===== src/rtl/spq_pkg.sv =====
// spq_pkg: shared codes and control types for the sorted priority queue.
// Depends on nothing; spq_ctrl, spq_datapath, sorted_priority_queue and the bench import it.
package spq_pkg;

    // Operation codes carried in the func field
    localparam logic FUNC_INSERT = 1'b0;
    localparam logic FUNC_REMOVE = 1'b1;

    // Result status codes
    localparam logic [1:0] STATUS_OK    = 2'd0;
    localparam logic [1:0] STATUS_EMPTY = 2'd1;
    localparam logic [1:0] STATUS_FULL  = 2'd2;

    // Controller to datapath commands
    typedef struct packed {
        logic capture;   // latch the request operands
        logic execute;   // run the insert or remove on the cell row
    } spq_cmd_t;

    // Datapath to controller status
    typedef struct packed {
        logic out_blocked;   // a result is held and not taken this cycle
    } spq_sts_t;

endpackage


===== src/rtl/spq_ifs.sv =====
// spq_ifs: valid/ready channel interfaces for requests and responses.
// Depends on nothing.
interface spq_in_if;
    logic               valid;
    logic               ready;
    logic               func;
    logic signed [31:0] item_value;
    logic signed [15:0] item_priority;

    modport source (output valid, output func, output item_value, output item_priority,
                    input ready);
    modport sink   (input valid, input func, input item_value, input item_priority,
                    output ready);
endinterface

interface spq_out_if;
    logic               valid;
    logic               ready;
    logic        [1:0]  status;
    logic signed [31:0] out_value;

    modport source (output valid, output status, output out_value, input ready);
    modport sink   (input valid, input status, input out_value, output ready);
endinterface


===== src/rtl/spq_ctrl.sv =====
// spq_ctrl: two-state sequencer for the sorted priority queue.
// Depends on spq_pkg for the command and status structs.
module spq_ctrl
    import spq_pkg::*;
(
    input  logic     clk,
    input  logic     rst_n,
    input  logic     req_valid,
    output logic     req_ready,
    input  spq_sts_t sts,
    output spq_cmd_t cmd
);

    typedef enum logic [1:0] {
        ST_IDLE = 2'b01,
        ST_EXEC = 2'b10
    } state_t;

    state_t state_reg, state_next;

    // Next state and commands
    always_comb
    begin
        state_next  = state_reg;
        cmd.capture = 1'b0;
        cmd.execute = 1'b0;
        req_ready   = 1'b0;
        case (state_reg)
            ST_IDLE:
            begin
                req_ready = 1'b1;
                if (req_valid)
                begin
                    cmd.capture = 1'b1;
                    state_next  = ST_EXEC;
                end
            end
            ST_EXEC:
            begin
                // wait until the result register can take a new result
                if (!sts.out_blocked)
                begin
                    cmd.execute = 1'b1;
                    state_next  = ST_IDLE;
                end
            end
            default:
            begin
                state_next = ST_IDLE;
            end
        endcase
    end

    always_ff @(posedge clk or negedge rst_n)
    begin
        if (!rst_n)
            state_reg <= ST_IDLE;
        else
            state_reg <= state_next;
    end

endmodule


===== src/rtl/spq_datapath.sv =====
// spq_datapath: row of sorted cells, entry count, operand and result registers.
// Depends on spq_pkg. Cell 0 holds the tail (lowest priority, oldest among equals).
module spq_datapath
    import spq_pkg::*;
#(
    parameter int QUEUE_DEPTH = 16
)
(
    input  logic               clk,
    input  logic               rst_n,
    input  spq_cmd_t           cmd,
    output spq_sts_t           sts,
    input  logic               in_func,
    input  logic signed [31:0] in_value,
    input  logic signed [15:0] in_priority,
    output logic               out_valid,
    input  logic               out_ready,
    output logic        [1:0]  out_status,
    output logic signed [31:0] out_value
);

    localparam int CW = $clog2(QUEUE_DEPTH + 1);

    // Operand registers
    logic               op_func_reg;
    logic signed [31:0] op_val_reg;
    logic signed [15:0] op_pri_reg;

    // Cell row and fill count
    logic signed [31:0] val_reg  [QUEUE_DEPTH];
    logic signed [15:0] pri_reg  [QUEUE_DEPTH];
    logic signed [31:0] val_next [QUEUE_DEPTH];
    logic signed [15:0] pri_next [QUEUE_DEPTH];
    logic [CW-1:0]      count_reg, count_next;

    // Result register
    logic               out_valid_reg, out_valid_next;
    logic        [1:0]  out_status_reg, out_status_next;
    logic signed [31:0] out_value_reg, out_value_next;

    logic [QUEUE_DEPTH-1:0] shift_flag;   // cell moves up on insert
    logic [QUEUE_DEPTH-1:0] shift_below;  // cell below moves up into this one
    logic is_full, is_empty, do_insert, do_remove;

    assign is_full   = (count_reg == CW'(QUEUE_DEPTH));
    assign is_empty  = (count_reg == '0);
    assign do_insert = cmd.execute && (op_func_reg == FUNC_INSERT) && !is_full;
    assign do_remove = cmd.execute && (op_func_reg == FUNC_REMOVE) && !is_empty;

    assign sts.out_blocked = out_valid_reg && !out_ready;

    // Operand capture
    always_ff @(posedge clk)
    begin
        if (cmd.capture)
        begin
            op_func_reg <= in_func;
            op_val_reg  <= in_value;
            op_pri_reg  <= in_priority;
        end
    end

    // Cells: parallel compare against the new key, then shift or load
    for (genvar g = 0; g < QUEUE_DEPTH; g++)
    begin : g_cell
        logic signed [31:0] above_val;
        logic signed [15:0] above_pri;
        logic signed [31:0] below_val;
        logic signed [15:0] below_pri;

        assign shift_flag[g] = (CW'(g) < count_reg) && (pri_reg[g] > op_pri_reg);

        if (g == 0)
        begin : g_bottom
            assign shift_below[g] = 1'b0;
            assign below_val      = val_reg[g];
            assign below_pri      = pri_reg[g];
        end
        else
        begin : g_mid_lo
            assign shift_below[g] = shift_flag[g-1];
            assign below_val      = val_reg[g-1];
            assign below_pri      = pri_reg[g-1];
        end

        if (g == QUEUE_DEPTH - 1)
        begin : g_top
            assign above_val = val_reg[g];
            assign above_pri = pri_reg[g];
        end
        else
        begin : g_mid_hi
            assign above_val = val_reg[g+1];
            assign above_pri = pri_reg[g+1];
        end

        always_comb
        begin
            val_next[g] = val_reg[g];
            pri_next[g] = pri_reg[g];
            if (do_insert)
            begin
                if (shift_below[g])
                begin
                    val_next[g] = below_val;
                    pri_next[g] = below_pri;
                end
                else if (shift_flag[g] || (count_reg == CW'(g)))
                begin
                    val_next[g] = op_val_reg;
                    pri_next[g] = op_pri_reg;
                end
            end
            else if (do_remove)
            begin
                val_next[g] = above_val;
                pri_next[g] = above_pri;
            end
        end

        always_ff @(posedge clk)
        begin
            val_reg[g] <= val_next[g];
            pri_reg[g] <= pri_next[g];
        end
    end

    // Count and result
    always_comb
    begin
        count_next      = count_reg;
        out_valid_next  = out_valid_reg;
        out_status_next = out_status_reg;
        out_value_next  = out_value_reg;
        if (do_insert)
            count_next = count_reg + CW'(1);
        else if (do_remove)
            count_next = count_reg - CW'(1);

        if (out_valid_reg && out_ready)
            out_valid_next = 1'b0;
        if (cmd.execute)
        begin
            out_valid_next  = 1'b1;
            out_status_next = STATUS_OK;
            out_value_next  = '0;
            if (op_func_reg == FUNC_INSERT)
            begin
                if (is_full)
                    out_status_next = STATUS_FULL;
            end
            else if (is_empty)
                out_status_next = STATUS_EMPTY;
            else
                out_value_next = val_reg[0];
        end
    end

    always_ff @(posedge clk or negedge rst_n)
    begin
        if (!rst_n)
        begin
            count_reg     <= '0;
            out_valid_reg <= 1'b0;
        end
        else
        begin
            count_reg     <= count_next;
            out_valid_reg <= out_valid_next;
        end
    end

    always_ff @(posedge clk)
    begin
        out_status_reg <= out_status_next;
        out_value_reg  <= out_value_next;
    end

    assign out_valid  = out_valid_reg;
    assign out_status = out_status_reg;
    assign out_value  = out_value_reg;

endmodule


===== src/rtl/sorted_priority_queue.sv =====
// Channel  Dir  Payload                              Transfer
// req      in   func, item_value, item_priority      req.valid && req.ready
// rsp      out  status, out_value                    rsp.valid && rsp.ready
//
// A request has its operands latched in ST_IDLE; then, in ST_EXEC, every
// cell compares its priority with the new key and shifts or loads in parallel.
// A request waits in the update cycle while the previous response is untaken.
// Reset clears the entry count and the response valid; cells are not cleared.
// Depends on spq_pkg, spq_ifs, spq_ctrl and spq_datapath.
module sorted_priority_queue
    import spq_pkg::*;
#(
    parameter int QUEUE_DEPTH = 16
)
(
    input  logic      clk,
    input  logic      rst_n,
    spq_in_if.sink    req,
    spq_out_if.source rsp
);

    spq_cmd_t cmd;
    spq_sts_t sts;

    // Sequencer
    spq_ctrl u_ctrl (
        .clk       (clk),
        .rst_n     (rst_n),
        .req_valid (req.valid),
        .req_ready (req.ready),
        .sts       (sts),
        .cmd       (cmd)
    );

    // Cell row and result register
    spq_datapath #(
        .QUEUE_DEPTH (QUEUE_DEPTH)
    ) u_datapath (
        .clk         (clk),
        .rst_n       (rst_n),
        .cmd         (cmd),
        .sts         (sts),
        .in_func     (req.func),
        .in_value    (req.item_value),
        .in_priority (req.item_priority),
        .out_valid   (rsp.valid),
        .out_ready   (rsp.ready),
        .out_status  (rsp.status),
        .out_value   (rsp.out_value)
    );

endmodule


===== src/flat_wrapper.sv =====
// flat-port wrapper written by rule: the top's interface ports become plain ports
module sorted_priority_queue_flat import spq_pkg::*;
#(
    parameter int QUEUE_DEPTH = 16
)
  (clk, rst_n, req_valid, req_func, req_item_value, req_item_priority, req_ready, rsp_valid, rsp_status, rsp_out_value, rsp_ready);
  spq_in_if req_i ();
  spq_out_if rsp_i ();
  input  logic clk;
  input  logic rst_n;
  input wire logic [$bits(req_i.valid)-1:0] req_valid;
  input wire logic [$bits(req_i.func)-1:0] req_func;
  input wire logic [$bits(req_i.item_value)-1:0] req_item_value;
  input wire logic [$bits(req_i.item_priority)-1:0] req_item_priority;
  output wire logic [$bits(req_i.ready)-1:0] req_ready;
  output wire logic [$bits(rsp_i.valid)-1:0] rsp_valid;
  output wire logic [$bits(rsp_i.status)-1:0] rsp_status;
  output wire logic [$bits(rsp_i.out_value)-1:0] rsp_out_value;
  input wire logic [$bits(rsp_i.ready)-1:0] rsp_ready;
  assign req_i.valid = req_valid;
  assign req_i.func = req_func;
  assign req_i.item_value = req_item_value;
  assign req_i.item_priority = req_item_priority;
  assign req_ready = req_i.ready;
  assign rsp_valid = rsp_i.valid;
  assign rsp_status = rsp_i.status;
  assign rsp_out_value = rsp_i.out_value;
  assign rsp_i.ready = rsp_ready;
  sorted_priority_queue #(.QUEUE_DEPTH(QUEUE_DEPTH)) u_core (.clk(clk), .rst_n(rst_n), .req(req_i), .rsp(rsp_i));
endmodule

===== config.mk =====
export PLATFORM = sky130hd
export DESIGN_NAME = sorted_priority_queue_flat
export DESIGN_NICKNAME = d
export VERILOG_FILES = /design/src/rtl/spq_pkg.sv /design/src/rtl/spq_ifs.sv /design/src/rtl/spq_ctrl.sv /design/src/rtl/spq_datapath.sv /design/src/rtl/sorted_priority_queue.sv /design/src/flat_wrapper.sv
export SDC_FILE = /design/constraint.sdc
export NUM_CORES = 2
export LEC_CHECK = 0
export BUFFER_PORTS_ARGS = -buffer_cell sky130_fd_sc_hd__buf_4
export CORE_MARGIN = 4
export CORE_UTILIZATION = 40
export CTS_CLUSTER_SIZE = 16
export DETAILED_ROUTE_END_ITERATION = 8
export PLACE_DENSITY = 0.56
export SYNTH_ARGS = -nofsm -noshare
export SYNTH_HDL_FRONTEND = slang
export SYNTH_SLANG_ARGS = --single-unit

===== constraint.sdc =====
create_clock -name clk -period 17.5 [get_ports clk]
set_input_delay 2.625 -clock clk [delete_from_list [all_inputs] [get_ports clk]]
set_output_delay 2.625 -clock clk [all_outputs]
set_load 0.01 [all_outputs]

* Yosys cells after proc, flatten, opt, wreduce, memory -nomap -nowiden
Memory sizes are Yosys's and may differ from the RTL's.
Cells that the tools add are included.
Widths: inputs -> output; s select.
** Storage, ports and cells
- Input bits :: 53
- Logic and storage cells :: 250
- Bits in registers :: 91
- Memory bits (writable) :: 768
- Output and inout port bits :: 36
- Memories :: 2
** Operators by class
- Bitwise operators :: 1
- Order comparisons :: 32
- Add/subtract/negate cells :: 2
- Eq/ne operators :: 20
- Reduce and logical (&&, ||, !) cells :: 46
- Multiplexer cells :: 139
** Memories
- u_core.u_datapath.val_reg :: depth 16, bits a word 32, read ports 16, clocked after memory_dff 0, write ports 16, RTL line spq_datapath.sv:30 : logic signed [31:0] val_reg [QUEUE_DEPTH];
- u_core.u_datapath.pri_reg :: depth 16, bits a word 16, read ports 16, clocked after memory_dff 0, write ports 16, RTL line spq_datapath.sv:31 : logic signed [15:0] pri_reg [QUEUE_DEPTH];
** Operators by type and width (number)
- $mux 32 :: 62
- $mux 16 :: 62
- $gt 16x16->1 :: 16
- $eq 5x4->1 const B :: 8
- $lt 4x5->1 const A :: 8
- $logic_and 1x1->1 :: 22
- $eq 5x3->1 const B :: 4
- $lt 3x5->1 const A :: 4
- $logic_or 1x1->1 :: 16
- $eq 5x2->1 const B :: 2
- $lt 1x5->1 const A :: 2
- $lt 2x5->1 const A :: 2
- $mux 5 :: 2
- $mux 1 :: 8
- $mux 2 :: 4
- $add 5x1->5 const B :: 1
- $eq 5x1->1 const B :: 1
- $eq 5x5->1 const B :: 1
- $logic_not 5->1 :: 1
- $sub 5x1->5 const B :: 1
- $ne 2x2->1 const B :: 2
- $pmux 2 s2 :: 1
- $reduce_bool 2->1 :: 2
- $logic_not 1->1 :: 3
- other kinds (5) :: 5

* Longest topological paths before layout
- Depth after elaboration :: 8
- Gate-level depth with buffers :: 11
- Depth with buffers taken out :: 8

* Cells and area by module
A second synthesis with hierarchy kept.
** Unflattened totals
- Cell total of the unflattened synthesis :: 4431
- Area total of the unflattened synthesis :: 48485.3 um^2
** By module, submodules not included
- spq_datapath :: instances 1, cells an instance 4423, area an instance 48393.9 um^2, sequential area each 25704.7 um^2
- spq_ctrl :: instances 1, cells an instance 8, area an instance 91.3 um^2, sequential area each 51.3 um^2

* Worst setup path after synthesis
OpenSTA, ideal clock, no wires.
- Path kind :: input-to-reg
- Start point :: in rsp_ready
- End point :: mem u_core.u_datapath.pri_reg[5][0], in the netlist u_core.u_datapath.pri_reg[0][80] (enable)
- Library setup time :: 0.481 ns
- Slack :: 10.576 ns
- Data arrival time :: 6.443 ns
- Stages :: 6
- Data required time :: 17.019 ns
- Buffers on the path :: 1
- Cell sequence :: nand2b_1 -> nand2b_1 -> inv_1 -> nand2_1 -> clkbuf_1 -> a41oi_1
** RTL lines
- start: declaration :: RTL line flat_wrapper.sv:19 : input wire logic [$bits(rsp_i.ready)-1:0] rsp_ready;
- end: declaration :: RTL line spq_datapath.sv:31

==> out/qor.yml <==
outcome:
  status: "complete, no violations"
cts:
  numCtsBuffers: 98
  htree_levels: 3
  cts-root-buf: "clkbuf_16"
  cts_setup_buffers: 0
  worst_skew_pair.late_latency_ns: 0.71
  ctsHoldBuffers: 0
  cts_num_sinks: 859
  cts_resized: 0
  tritoncts: "yes"
  clk_path_buf_depth: 3
  path_clk_slew_ns: 0.06
grt:
  grt_pass1_vias: 38600
  overflow: 0
  track_usage_pct: 28.7
  grt_max_degree: 208
  grt_first_pass_wirelength_um: 271000
  antenna_found_initial: 0
sta:
  min_period_ns: 6.39
  slew_violations: 0
  final.setup.worst_slack_ns: 11.11
  tightestPinTransition_ns: 1.18
  finalSetupViolations: 0
  setup_tns_ns: 0
  max-slew-margin-rel_pct: 21.1
  rsz0062_at_grt: "false"
  finClkSkew_ns: 0.0279
  finalHoldViolCount: 0
  finalCritPeriodShare_pct: 36.5
  fmax_ghz: 0.156
floorplanning:
  core_sq_um: 120000
  row_count: 127
  die_y_um: 356
  ios: 89
  die_w_um: 356
  die_area_sq_um: 127000
  initial_core_util_pct: 40.4
worst_setup_path:
  rrSetupSlack_ns: 11.60
  end_kind: "flip-flop"
  cp-startpoint: "rsp_ready"
  worstPathArrival_ns: 6.96
  worstSetupPathType: "in2reg"
  crit_path_end: "u_core.u_datapath.val_reg[0][227]"
  r2r-end: "u_core.u_datapath.val_reg[1][136]"
  reg2regPathDepth: 11
  reg2reg_from: "u_core.u_datapath.op_pri_reg[15]"
  critPathRequiredTime_ns: 18.07
  path_max_fanout: 85
  crit_path_start_kind: "primary input"
synth:
  synth_fp_nets: 4763
  synth_fa_ha_area_share_pct: 6.73
  synthSimpleGateAreaFrac_pct: 11.5
  synth_flop_cell: "edfxtp_1"
  muxShareOfSynthArea_pct: 1.14
  synth_area_sq_um: 48500
  syn_avg_cell_area_sq_um: 10.9
  ys_seq_area_share_pct: 53.1
  netlist_top_cells_area: "edfxtp_1, a221o_1, ha_1"
  synth_top_family_by_area: "compound AO/OA/AOI/OAI gates"
  synth_compound_gate_area_share_pct: 23.1
  synth_top_area_share_pct: 52.7
  synth_cell_type_count: 73
  yosys_warnings: 0
  synth-xor-area-share_pct: 0.0903
  syn_inst: 4449
  synth_top_cell_by_area: "edfxtp_1"
  async_flop_share_pct: 0.931
  synth_edf_count: 851
  ys_seq_elements: 859
layout:
  mostFrequentLayoutCells: "nand2_1, edfxtp_1, a221o_1"
  area_delta_synth_final_pct: 10.7
  final_common_cell: "nand2_1"
  nets: 4589
  n_fill_cell: 11300
  antennaDiodeCount: 0
  multi_input_area_sq_um: 21200
  largest_reg_flops: 512
  seq_area_sq_um: 25800
  layout-drive-gt1-share_pct: 10.2
  final_cells: 5960
placed_design:
  placedCellCount: 5787
  io_buffers: 88
  dp_hpwl_um: 102000
  gp_congestion: 0.887
  place_ws_ns: 10.50
drt:
  drt_iter0_drc: 6654
  wirelength_um: 190000
  top_layer: "met4"
  dr_wl_met3_um: 21100
  drc: 0
  vias: 40800
  wl_met1_um: 78900
  ant_nets: 0
  wl_met2_um: 81400
  vias_per_cell: 6.85
  dr.pass1.iters: 7
  routedWlPerCell_um: 31.9
pwr:
  clkPwrFrac_pct: 32.6
  p_switching_mw: 2.33
  power.leakage_nw: 17.8
  switching_share_pct: 37.1
  power.density_nw_per_um2: 117
  seqPwrFrac_pct: 40.5
  p_comb_share_pct: 26.9
  power.internal_mw: 3.94
  max-vdd-ir-drop_uv: 83.6
run:
  cap_violations: 0
min_path:
  hold_path.class: "reg2reg"
## final cells by class
type                            instances  area share, %
Sequential cell                       859           48.0
Multi-Input combinational cell       3070           39.5
Clock buffer                          126           4.88
Tap cell                             1612           3.76
Timing Repair Buffer                  191           2.74
Clock inverter                         47          0.788
Inverter                               55          0.385
## metrics by stage
step                power [mW]  utilization (%)  hold WS, ns  area, sq um
CTS                       6.21             44.7        0.526        53700
floorplan                 3.43                -        0.485        48500
global route              6.41             44.7        0.562        53700
finish                    6.27             44.7        0.527        53700
global placement          4.16             42.2        0.507        50600
detailed placement        4.18             42.2        0.521        50600
## logic make-up after synthesis
| kind of cell | after synthesis |
|---|---|
| AND/OR/NAND/NOR | 1262 |
| AO/OA/AOI/OAI | 1493 |
| adder cells (fa/ha/maj) | 261 |
| flip-flops | 859 |
| buffers and inverters | 520 |
| multiplexers | 49 |
| XOR/XNOR | 5 |
## worst min path at each step
stage / start / end / depth (start not counted)
2_1_floorplan: u_core.u_ctrl.state_reg[1] / u_core.u_datapath.out_valid / 2
3_3_place_gp: u_core.u_ctrl.state_reg[1] / u_core.u_datapath.out_valid / 2
4_1_cts: u_core.u_ctrl.state_reg[1] / u_core.u_datapath.out_valid / 2
6_report: u_core.u_ctrl.state_reg[1] / u_core.u_datapath.out_valid / 2
5_1_grt: u_core.u_ctrl.state_reg[1] / u_core.u_datapath.out_valid / 2
3_5_place_dp: u_core.u_ctrl.state_reg[1] / u_core.u_datapath.out_valid / 2
## worst max-delay path, stage by stage
cell	delay, ns
buf_4	0.07
nand2b_1	0.13
nand2b_1	0.21
nor3b_4	0.70
buf_4	0.80
buf_4	0.70
buf_4	0.79
and2_1	0.52
a221o_1	0.24
## power by group through the flow
stage,sequential [mW],combinational [mW],clock [mW]
floorplan,2.54,0.891,0
global placement,2.58,1.59,0
detailed placement,2.57,1.61,0
CTS,2.53,1.61,2.07
global route,2.54,1.71,2.15
finish,2.54,1.68,2.05
## synth_stat cells, types with 49 or more instances
cell / count
inv_1: 55
and2_1: 80
o211ai_1: 292
nor3_1: 66
nand4_1: 49
edfxtp_1: 851
nand2_1: 862
clkbuf_1: 406
nor4_1: 59
ha_1: 261
a221o_1: 521
a21oi_1: 519
## routing by layer
metal | global-route usage (%) | vias to the layer above
met2 | 42.4 | 2790
met5 | 0 | -
met4 | 12.5 | 0
li1 | - | 17200
met3 | 5.48 | 402
met1 | 41.2 | 20400
Note: power is estimated with default switching activity, not from simulation.
